<file path="config.mk">
export PLATFORM = sky130hd
export DESIGN_NAME = stepper_half_step_sequencer_flat
export DESIGN_NICKNAME = d
export VERILOG_FILES = /design/src/hss_pkg.sv /design/src/hss_cmd_if.sv /design/src/hss_res_if.sv /design/src/hss_in_stage.sv /design/src/hss_core.sv /design/src/stepper_half_step_sequencer.sv /design/src/flat_wrapper.sv
export VERILOG_INCLUDE_DIRS = /design/src /design/src/src
export SDC_FILE = /design/constraint.sdc
export NUM_CORES = 1
export LEC_CHECK = 0
export ABC_CLOCK_PERIOD_IN_PS = 7900
export BUFFER_PORTS_ARGS = -buffer_cell sky130_fd_sc_hd__buf_4
export CAP_MARGIN = 40
export CORE_ASPECT_RATIO = 1.4
export CORE_MARGIN = 2
export CORE_UTILIZATION = 66
export CTS_CLUSTER_SIZE = 16
export DETAILED_ROUTE_END_ITERATION = 7
export PLACE_DENSITY = 0.94
export SLEW_MARGIN = 5
export SYNTH_ARGS = -nofsm -noshare
export SYNTH_HDL_FRONTEND = slang
export SYNTH_SLANG_ARGS = --single-unit
</file>
<file path="constraint.sdc">
create_clock -name clk_i -period 7.9 [get_ports clk_i]
set_input_delay 0.79 -clock clk_i [delete_from_list [all_inputs] [get_ports clk_i]]
set_output_delay 0.79 -clock clk_i [all_outputs]
set_load 0.01 [all_outputs]
</file>
<file path="src/assert_macros.svh">
// Assertion helpers for the RTL file that checks its own logic.
`ifndef ASSERT_MACROS_SVH
`define ASSERT_MACROS_SVH

// Same-cycle implication, disabled while reset is asserted.
`define HSS_ASSERT_IMPLY(label, clk, rst_n, ante, cons) \
  label: assert property (@(posedge clk) disable iff (!rst_n) (ante) |-> (cons)) \
    else $error("hss: same-cycle assertion failed");

// Next-cycle implication, disabled while reset is asserted.
`define HSS_ASSERT_NEXT(label, clk, rst_n, ante, cons) \
  label: assert property (@(posedge clk) disable iff (!rst_n) (ante) |=> (cons)) \
    else $error("hss: next-cycle assertion failed");

`endif

</file>
<file path="src/hss_pkg.sv">
package hss_pkg;

  // Width of the internal position counter; it wraps at this width.
  localparam int POSITION_BITS = 24;

  // Fixed field widths of the channels.
  localparam int COUNT_W   = 24;
  localparam int TARGET_W  = 24;
  localparam int OUT_POS_W = 24;
  localparam int COIL_W    = 4;

  localparam int HALF_STEPS = 8;
  localparam int INDEX_W    = $clog2(HALF_STEPS);

  // Width that holds both the target and the position without loss.
  localparam int POS_EXT_W = (POSITION_BITS > TARGET_W) ? POSITION_BITS : TARGET_W;
  localparam int DIFF_W    = POS_EXT_W + 1;

  localparam logic [COUNT_W-1:0] COUNT_MAX = {COUNT_W{1'b1}};
  localparam logic [COIL_W-1:0]  COILS_OFF = '0;

  typedef enum logic [1:0] {
    OP_TICK  = 2'd0,
    OP_LEFT  = 2'd1,
    OP_RIGHT = 2'd2,
    OP_GOTO  = 2'd3
  } opcode_e;

  typedef struct packed {
    opcode_e                    opcode;
    logic [COUNT_W-1:0]         step_count;
    logic signed [TARGET_W-1:0] target_position;
  } hss_item_t;

  typedef struct packed {
    logic [COIL_W-1:0]           coil_pattern;
    logic                        busy_res;
    logic signed [OUT_POS_W-1:0] position;
    logic                        move_done;
  } hss_result_t;

  // Half-step coil patterns, bits A0,A1,B0,B1 from bit 0 upward.
  function automatic logic [COIL_W-1:0] coil_lookup(input logic turn_right,
                                                    input logic [INDEX_W-1:0] idx);
    logic [COIL_W-1:0] pattern;
    if (turn_right) begin
      case (idx)
        3'd0:    pattern = 4'd5;
        3'd1:    pattern = 4'd1;
        3'd2:    pattern = 4'd9;
        3'd3:    pattern = 4'd8;
        3'd4:    pattern = 4'd10;
        3'd5:    pattern = 4'd2;
        3'd6:    pattern = 4'd6;
        3'd7:    pattern = 4'd4;
        default: pattern = COILS_OFF;
      endcase
    end else begin
      case (idx)
        3'd0:    pattern = 4'd5;
        3'd1:    pattern = 4'd4;
        3'd2:    pattern = 4'd6;
        3'd3:    pattern = 4'd2;
        3'd4:    pattern = 4'd10;
        3'd5:    pattern = 4'd8;
        3'd6:    pattern = 4'd9;
        3'd7:    pattern = 4'd1;
        default: pattern = COILS_OFF;
      endcase
    end
    return pattern;
  endfunction

endpackage

</file>
<file path="src/hss_cmd_if.sv">
interface hss_cmd_if import hss_pkg::*; ();
  logic                       valid;
  logic                       ready;
  logic [1:0]                 opcode;
  logic [COUNT_W-1:0]         step_count;
  logic signed [TARGET_W-1:0] target_position;

  modport source (output valid, output opcode, output step_count,
                  output target_position, input ready);
  modport sink   (input valid, input opcode, input step_count,
                  input target_position, output ready);
endinterface

</file>
<file path="src/hss_res_if.sv">
interface hss_res_if import hss_pkg::*; ();
  logic                        valid;
  logic                        ready;
  logic [COIL_W-1:0]           coil_pattern;
  logic                        busy_res;
  logic signed [OUT_POS_W-1:0] position;
  logic                        move_done;

  modport source (output valid, output coil_pattern, output busy_res,
                  output position, output move_done, input ready);
  modport sink   (input valid, input coil_pattern, input busy_res,
                  input position, input move_done, output ready);
endinterface

</file>
<file path="src/hss_in_stage.sv">
module hss_in_stage import hss_pkg::*; (
  input  logic        clk_i,
  input  logic        rst_ni,
  hss_cmd_if.sink     cmd_i,
  input  logic        advance_i,
  output logic        item_valid_o,
  output hss_item_t   item_o
);

  logic      full_q, full_d;
  hss_item_t item_q;
  logic      take;

  // A new transaction is taken when the register is empty or drains this cycle.
  assign cmd_i.ready = !full_q || advance_i;
  assign take        = cmd_i.valid && cmd_i.ready;

  always_comb begin
    full_d = full_q;
    if (take) begin
      full_d = 1'b1;
    end else if (advance_i) begin
      full_d = 1'b0;
    end
  end

  always_ff @(posedge clk_i or negedge rst_ni) begin
    if (!rst_ni) begin
      full_q <= 1'b0;
    end else begin
      full_q <= full_d;
    end
  end

  // Payload register, no reset needed.
  always_ff @(posedge clk_i) begin
    if (take) begin
      item_q.opcode          <= opcode_e'(cmd_i.opcode);
      item_q.step_count      <= cmd_i.step_count;
      item_q.target_position <= cmd_i.target_position;
    end
  end

  assign item_valid_o = full_q;
  assign item_o       = item_q;

endmodule

</file>
<file path="src/hss_core.sv">
module hss_core import hss_pkg::*; (
  input  logic        clk_i,
  input  logic        rst_ni,
  input  logic        advance_i,
  input  hss_item_t   item_i,
  output hss_result_t result_o
);

  logic                     busy_q, busy_d;
  logic                     right_q, right_d;
  logic [COUNT_W-1:0]       taken_q, taken_d;
  logic [COUNT_W-1:0]       wanted_q, wanted_d;
  logic [POSITION_BITS-1:0] pos_q, pos_d;
  logic [COIL_W-1:0]        coil_q, coil_d;
  logic                     done;

  logic signed [POS_EXT_W-1:0] pos_ext;
  logic signed [POS_EXT_W-1:0] pos_ext_d;
  logic signed [DIFF_W-1:0]    diff;
  logic [DIFF_W-1:0]           goto_dist;
  logic [COUNT_W-1:0]          goto_count;
  logic                        goto_right;

  // Distance to the go-to target, saturated to the step counter range.
  assign pos_ext    = POS_EXT_W'(signed'(pos_q));
  assign diff       = DIFF_W'(item_i.target_position) - DIFF_W'(pos_ext);
  assign goto_right = !diff[DIFF_W-1];
  assign goto_dist  = diff[DIFF_W-1] ? DIFF_W'(-diff) : DIFF_W'(diff);
  assign goto_count = (goto_dist > DIFF_W'(COUNT_MAX)) ? COUNT_MAX
                                                       : goto_dist[COUNT_W-1:0];

  // Next state for one transaction.
  always_comb begin
    busy_d   = busy_q;
    right_d  = right_q;
    taken_d  = taken_q;
    wanted_d = wanted_q;
    pos_d    = pos_q;
    coil_d   = coil_q;
    done     = 1'b0;
    case (item_i.opcode)
      OP_TICK: begin
        if (busy_q) begin
          if (taken_q < wanted_q) begin
            coil_d  = coil_lookup(right_q, taken_q[INDEX_W-1:0]);
            pos_d   = right_q ? pos_q + 1'b1 : pos_q - 1'b1;
            taken_d = taken_q + 1'b1;
          end else begin
            coil_d  = COILS_OFF;
            busy_d  = 1'b0;
            taken_d = '0;
            done    = 1'b1;
          end
        end
      end
      OP_LEFT, OP_RIGHT: begin
        if (!busy_q) begin
          busy_d   = 1'b1;
          right_d  = (item_i.opcode == OP_RIGHT);
          taken_d  = '0;
          wanted_d = item_i.step_count;
        end
      end
      OP_GOTO: begin
        if (!busy_q && (diff != '0)) begin
          busy_d   = 1'b1;
          right_d  = goto_right;
          taken_d  = '0;
          wanted_d = goto_count;
        end
      end
      default: begin
        done = 1'b0;
      end
    endcase
  end

  always_ff @(posedge clk_i or negedge rst_ni) begin
    if (!rst_ni) begin
      busy_q   <= 1'b0;
      right_q  <= 1'b0;
      taken_q  <= '0;
      wanted_q <= '0;
      pos_q    <= '0;
      coil_q   <= COILS_OFF;
    end else if (advance_i) begin
      busy_q   <= busy_d;
      right_q  <= right_d;
      taken_q  <= taken_d;
      wanted_q <= wanted_d;
      pos_q    <= pos_d;
      coil_q   <= coil_d;
    end
  end

  // The result shows the state after this transaction.
  assign pos_ext_d             = POS_EXT_W'(signed'(pos_d));
  assign result_o.coil_pattern = coil_d;
  assign result_o.busy_res     = busy_d;
  assign result_o.position     = pos_ext_d[OUT_POS_W-1:0];
  assign result_o.move_done    = done;

endmodule

</file>
<file path="src/stepper_half_step_sequencer.sv">
// Half-step stepper sequencer.
// The cmd_i channel takes commands and ticks: opcode 0 is a tick, 1 and 2
// start a left or right move of step_count half steps, 3 moves to
// target_position. Commands are ignored while a move runs.
// Every accepted transaction yields exactly one result on res_o: the coil
// pattern, the busy flag, the signed position and a done flag on the tick
// that ends a move.
// An accepted transaction waits in the input register, and its result is
// loaded into the result register when that register is free. Throughput is
// one transaction per cycle while res_o does not stall; the state update
// between the two registers is combinational.
// When res_o stalls, the result register holds its value, the input register
// holds one more transaction, and then cmd_i.ready drops until the result is
// taken.
// Reset clears the position to zero, switches all coils off and leaves the
// block idle with both registers empty.
`include "assert_macros.svh"

module stepper_half_step_sequencer import hss_pkg::*; (
  input  logic     clk_i,
  input  logic     rst_ni,
  hss_cmd_if.sink  cmd_i,
  hss_res_if.source res_o
);

  logic        item_valid;
  hss_item_t   item;
  hss_result_t result;
  hss_result_t res_q;
  logic        res_valid_q, res_valid_d;
  logic        advance;
  logic        res_done;
  logic        res_idle;
  logic        res_stalled;

  // Move the held transaction on when the result register is free.
  assign advance = item_valid && (!res_valid_q || res_o.ready);

  hss_in_stage u_in_stage (
    .clk_i        (clk_i),
    .rst_ni       (rst_ni),
    .cmd_i        (cmd_i),
    .advance_i    (advance),
    .item_valid_o (item_valid),
    .item_o       (item)
  );

  hss_core u_core (
    .clk_i     (clk_i),
    .rst_ni    (rst_ni),
    .advance_i (advance),
    .item_i    (item),
    .result_o  (result)
  );

  // Result register valid flag.
  always_comb begin
    res_valid_d = res_valid_q;
    if (advance) begin
      res_valid_d = 1'b1;
    end else if (res_o.ready) begin
      res_valid_d = 1'b0;
    end
  end

  always_ff @(posedge clk_i or negedge rst_ni) begin
    if (!rst_ni) begin
      res_valid_q <= 1'b0;
    end else begin
      res_valid_q <= res_valid_d;
    end
  end

  always_ff @(posedge clk_i) begin
    if (advance) begin
      res_q <= result;
    end
  end

  assign res_o.valid        = res_valid_q;
  assign res_o.coil_pattern = res_q.coil_pattern;
  assign res_o.busy_res     = res_q.busy_res;
  assign res_o.position     = res_q.position;
  assign res_o.move_done    = res_q.move_done;

  // Terms used by the checks below.
  assign res_done    = res_valid_q && res_q.move_done;
  assign res_idle    = !res_q.busy_res && (res_q.coil_pattern == COILS_OFF);
  assign res_stalled = item_valid && res_valid_q && !res_o.ready;

  // A finished move leaves the coils off and the block idle.
  `HSS_ASSERT_IMPLY(a_done_idle, clk_i, rst_ni, res_done, res_idle)

  // Both registers full with the output stalled blocks new transactions.
  `HSS_ASSERT_IMPLY(a_full_stall, clk_i, rst_ni, res_stalled, !cmd_i.ready)

  // An accepted transaction is held in the input register next cycle.
  `HSS_ASSERT_NEXT(a_take_held, clk_i, rst_ni, cmd_i.valid && cmd_i.ready, item_valid)

endmodule
</file>
<file path="src/flat_wrapper.sv">
// flat-port wrapper written by rule: the top's interface ports become plain ports
module stepper_half_step_sequencer_flat import hss_pkg::*;
  (clk_i, rst_ni, cmd_i_valid, cmd_i_opcode, cmd_i_step_count, cmd_i_target_position, cmd_i_ready, res_o_valid, res_o_coil_pattern, res_o_busy_res, res_o_position, res_o_move_done, res_o_ready);
  hss_cmd_if cmd_i_i ();
  hss_res_if res_o_i ();
  input  logic clk_i;
  input  logic rst_ni;
  input wire logic [$bits(cmd_i_i.valid)-1:0] cmd_i_valid;
  input wire logic [$bits(cmd_i_i.opcode)-1:0] cmd_i_opcode;
  input wire logic [$bits(cmd_i_i.step_count)-1:0] cmd_i_step_count;
  input wire logic [$bits(cmd_i_i.target_position)-1:0] cmd_i_target_position;
  output wire logic [$bits(cmd_i_i.ready)-1:0] cmd_i_ready;
  output wire logic [$bits(res_o_i.valid)-1:0] res_o_valid;
  output wire logic [$bits(res_o_i.coil_pattern)-1:0] res_o_coil_pattern;
  output wire logic [$bits(res_o_i.busy_res)-1:0] res_o_busy_res;
  output wire logic [$bits(res_o_i.position)-1:0] res_o_position;
  output wire logic [$bits(res_o_i.move_done)-1:0] res_o_move_done;
  input wire logic [$bits(res_o_i.ready)-1:0] res_o_ready;
  assign cmd_i_i.valid = cmd_i_valid;
  assign cmd_i_i.opcode = cmd_i_opcode;
  assign cmd_i_i.step_count = cmd_i_step_count;
  assign cmd_i_i.target_position = cmd_i_target_position;
  assign cmd_i_ready = cmd_i_i.ready;
  assign res_o_valid = res_o_i.valid;
  assign res_o_coil_pattern = res_o_i.coil_pattern;
  assign res_o_busy_res = res_o_i.busy_res;
  assign res_o_position = res_o_i.position;
  assign res_o_move_done = res_o_i.move_done;
  assign res_o_i.ready = res_o_ready;
  stepper_half_step_sequencer u_core (.clk_i(clk_i), .rst_ni(rst_ni), .cmd_i(cmd_i_i), .res_o(res_o_i));
endmodule
</file>
==> impl_metrics.toml <==
[outcome]
status = "completed"

[logic_synthesis]
ys.flop_type = "edfxtp_1"
syn_area_sq_um = 10700
syn-instance-count = 1112
synth_seq_cells = 160
synthArstFlopShare = 0.500
syn-num-nets = 1246
synth-edff-count = 80
syn_area_per_cell_sq_um = 9.66
synth_cell_type_count = 81
ys_seq_area_frac = 0.410
yosys_warnings = 0

[critical_path]
r2r.worst_path.cells = 12
required_ns = 8.20
path_class = "register to register"
path_max_fanout = 28
crit_path_start_kind = "register"
cp-end-kind = "register"
worstPathArrival_ns = 5.25
regToRegStartpoint = "u_core.u_core.pos_ext[0]"
r2r_end = "u_core.u_core.taken_q[6]"
r2r_slack_ns = 2.95

[finish]
drive_above_1_share = 0.156
area_growth_pct = 13.7
nets = 1320
n_fill_cell = 980
stdcell_count = 1398
stdcell_area_sq_um = 12200
diodes = 0

[floorplan]
die-area_sq_um = 17300
initial_core_util = 0.670
num_rows = 55
core_area_sq_um = 16000
die_w_um = 112
die_h_um = 155
ioPinCount = 86

[routing]
drc_errors = 0
wire_per_inst_um = 20.5
num_vias = 9476
vias_per_cell = 6.78
dr.pass1.iters = 5
drt-initial-drc-count = 1065
ant_nets = 0
wirelength_um = 28700

[placed_design]
port_buffers = 85
placed_area_sq_um = 11600
hpwl_um = 19800
place_inst = 1366
place_congestion = 0.945

[timing]
period_share = 0.626
clock-skew-final_ns = 0.00740
rsz0062_at_grt = "false"
hold_slack_ns = 0.312
fin_crit_ns = 4.95
drv_slew = 0
fmax_mhz = 202
hold_viol = 0
relSlewSlack = 0.423
setup_violations = 0
worst_pin_slew_ns = 0.866
finalSetupTns_ns = 0

[pwr]
power_report.internal_total_mw = 2.73
clockPowerShare = 0.183
combPwrFrac = 0.565
seq_power_share = 0.252
p_leak_nw = 5.31
powerDensity_nw_per_um2 = 402
netSwitchingFraction = 0.444
ir_worst_vdd_mv = 0.287
p_sw_mw = 2.18

[clock_tree]
cts_resized = 0
hold_buffers = 0
post_cts_buffers = 0
clkLatencyLatePin_ns = 0.43
numCtsBuffers = 17
cts_max_path_buffers = 2
cts.sinks = 160
cts_tree = "yes"
clkTransAtPathRegs_ns = 0.07
cts_root_buf = "clkbuf_16"
htreeDepth = 4

[global_route]
grt_overflow_total = 0
track_usage = 0.334
antenna_found_initial = 0
grt_max_degree = 52
grt_pass1_wl_um = 46400
grt_pass1_vias = 9650

[job]
maxCapViolations = 0

[worst_hold_path]
min_path_type = "input port to asynchronous set/reset pin"
==> metrics by stage <==
step / worst slack, ns / power, mW / utilization
6_report: 2.95 / 4.91 / 0.762
5_1_grt: 2.72 / 5.18 / 0.762
4_1_cts: 3.11 / 4.83 / 0.762
3_5_place_dp: 3.13 / 3.84 / 0.721
3_3_place_gp: 3.27 / 3.70 / 0.716
2_1_floorplan: 4.11 / 3.19 / -
==> Yosys cell counts, types with 9 or more instances <==
library cell | count | area share
nand2_1 | 100 | 0.035
dfrtp_1 | 80 | 0.19
edfxtp_1 | 80 | 0.22
ha_1 | 78 | 0.091
inv_1 | 73 | 0.026
nor2_1 | 72 | 0.025
o21ai_0 | 71 | 0.033
a21oi_1 | 64 | 0.030
mux2_2 | 36 | 0.038
nand3_1 | 32 | 0.015
xnor2_1 | 25 | 0.020
and2_1 | 24 | 0.014
clkbuf_1 | 24 | 0.0084
a21o_1 | 22 | 0.015
xor2_1 | 20 | 0.016
o211ai_1 | 19 | 0.013
and3_1 | 17 | 0.0099
mux2i_1 | 17 | 0.016
o31ai_1 | 17 | 0.012
nor3_1 | 16 | 0.0075
a31oi_1 | 14 | 0.0082
nand2b_1 | 14 | 0.0082
nand4_1 | 13 | 0.0076
or3_1 | 13 | 0.0076
or2_2 | 10 | 0.0058
nor2b_1 | 9 | 0.0052
o21a_1 | 9 | 0.0063
o21ai_1 | 9 | 0.0042
o41ai_1 | 9 | 0.0073
==> area by class of cell <==
type,instances,area [sq um],share of cell area
clock inverter,14,203,0.0166
clock buffer,18,439,0.0360
tap,199,249,0.0204
inverter,73,274,0.0224
timing repair buffer,93,758,0.0621
multi-input combinational,841,5880,0.482
sequential,160,4400,0.361
==> logic make-up after synthesis <==
group,after synthesis,share of synthesized area
compound gates,309,0.194
fa+ha+maj,80,0.0946
mux,53,0.0536
flops,160,0.410
xor+xnor,45,0.0367
simple gates,354,0.168
buf+inv,111,0.0423
==> cell usage in the layout (no fill, tap or decap), types with 5 or more instances in the layout <==
| cell | Yosys | layout |
|---|---|---|
| o21ai_0 | 71 | 70 |
| edfxtp_1 | 80 | 80 |
| o221ai_1 | 6 | 6 |
| nand3_1 | 32 | 32 |
| nor2_1 | 72 | 72 |
| a21oi_1 | 64 | 64 |
| dfrtp_1 | 80 | 80 |
| a211oi_1 | 6 | 6 |
| nand2b_1 | 14 | 14 |
| nand4_1 | 13 | 13 |
| a311oi_1 | 5 | 5 |
| ha_1 | 78 | 78 |
| nand2_1 | 100 | 100 |
| mux2i_1 | 17 | 17 |
| o21a_1 | 9 | 9 |
| xor2_1 | 20 | 20 |
| a31oi_1 | 14 | 14 |
| o41ai_1 | 9 | 9 |
| o211a_1 | 5 | 5 |
| inv_1 | 73 | 72 |
| o31ai_1 | 17 | 17 |
| xnor2_1 | 25 | 25 |
| a21o_1 | 22 | 22 |
| or2_2 | 10 | 10 |
| o21ai_1 | 9 | 10 |
| nor2b_1 | 9 | 9 |
| a2111oi_0 | 6 | 6 |
| and4_1 | 5 | 5 |
| buf_4 | 4 | 90 |
| nor3_1 | 16 | 16 |
| or3_1 | 13 | 13 |
| nor4_1 | 8 | 8 |
| and2_1 | 24 | 23 |
| mux2_2 | 36 | 36 |
| clkbuf_16 | 0 | 17 |
| o211ai_1 | 19 | 19 |
| and3_1 | 17 | 17 |
==> worst max path at each step <==
stage | startpoint | end | slack, ns | cells past startpoint
finish | u_core.u_core.pos_ext[0] | u_core.u_core.taken_q[6] | 2.95 | 12
global route | u_core.u_core.pos_ext[0] | u_core.u_core.taken_q[6] | 2.72 | 12
CTS | u_core.u_core.pos_ext[0] | u_core.u_core.taken_q[6] | 3.11 | 12
detailed placement | u_core.u_core.pos_ext[0] | u_core.u_core.taken_q[22] | 3.13 | 12
global placement | u_core.u_core.pos_ext[0] | u_core.u_core.taken_q[16] | 3.27 | 12
floorplan | u_core.u_core.pos_ext[0] | u_core.u_core.taken_q[16] | 4.11 | 13
==> flip-flops by register name, indices dropped and copies added, names as in the netlist, 4 cells and up <==
register                   flops
u_core.u_in_stage.item_o      50
u_core.res_o.position         24
u_core.u_core.pos_ext         24
u_core.u_core.taken_q         24
u_core.u_core.wanted_q        24
u_core.res_o.coil_pattern      4
u_core.u_core.coil_q           4
==> metal layers <==
layer	wire length (um)	vias to the layer above	global-route usage	part of all wire
met5	0	-	0	0
met4	2010	0	0.226	0.070
met3	1790	185	0.0643	0.062
met2	14700	543	0.594	0.51
met1	10200	4458	0.356	0.36
li1	-	4290	-	-
==> power by group through the flow <==
stage	Clock [mW]	Combinational (mW)	Sequential (mW)
floorplan	0	1.97	1.23
CTS	0.898	2.70	1.23
finish	0.899	2.77	1.24
global route	0.932	2.99	1.25
global placement	0	2.47	1.23
detailed placement	0	2.61	1.24
==> critical path, stage by stage, from the launching register on <==
cell      delay [ns]
dfrtp_1         0.48
ha_1            0.30
fa_1            0.44
nand2b_1        0.20
a211oi_2        0.39
o211a_1         0.26
o211ai_1        0.12
a311oi_1        0.52
xor2_1          0.24
or4_4           0.63
o211ai_4        0.57
or2_2           0.51
o41ai_1         0.15
Power figures use the tool's default switching activity.
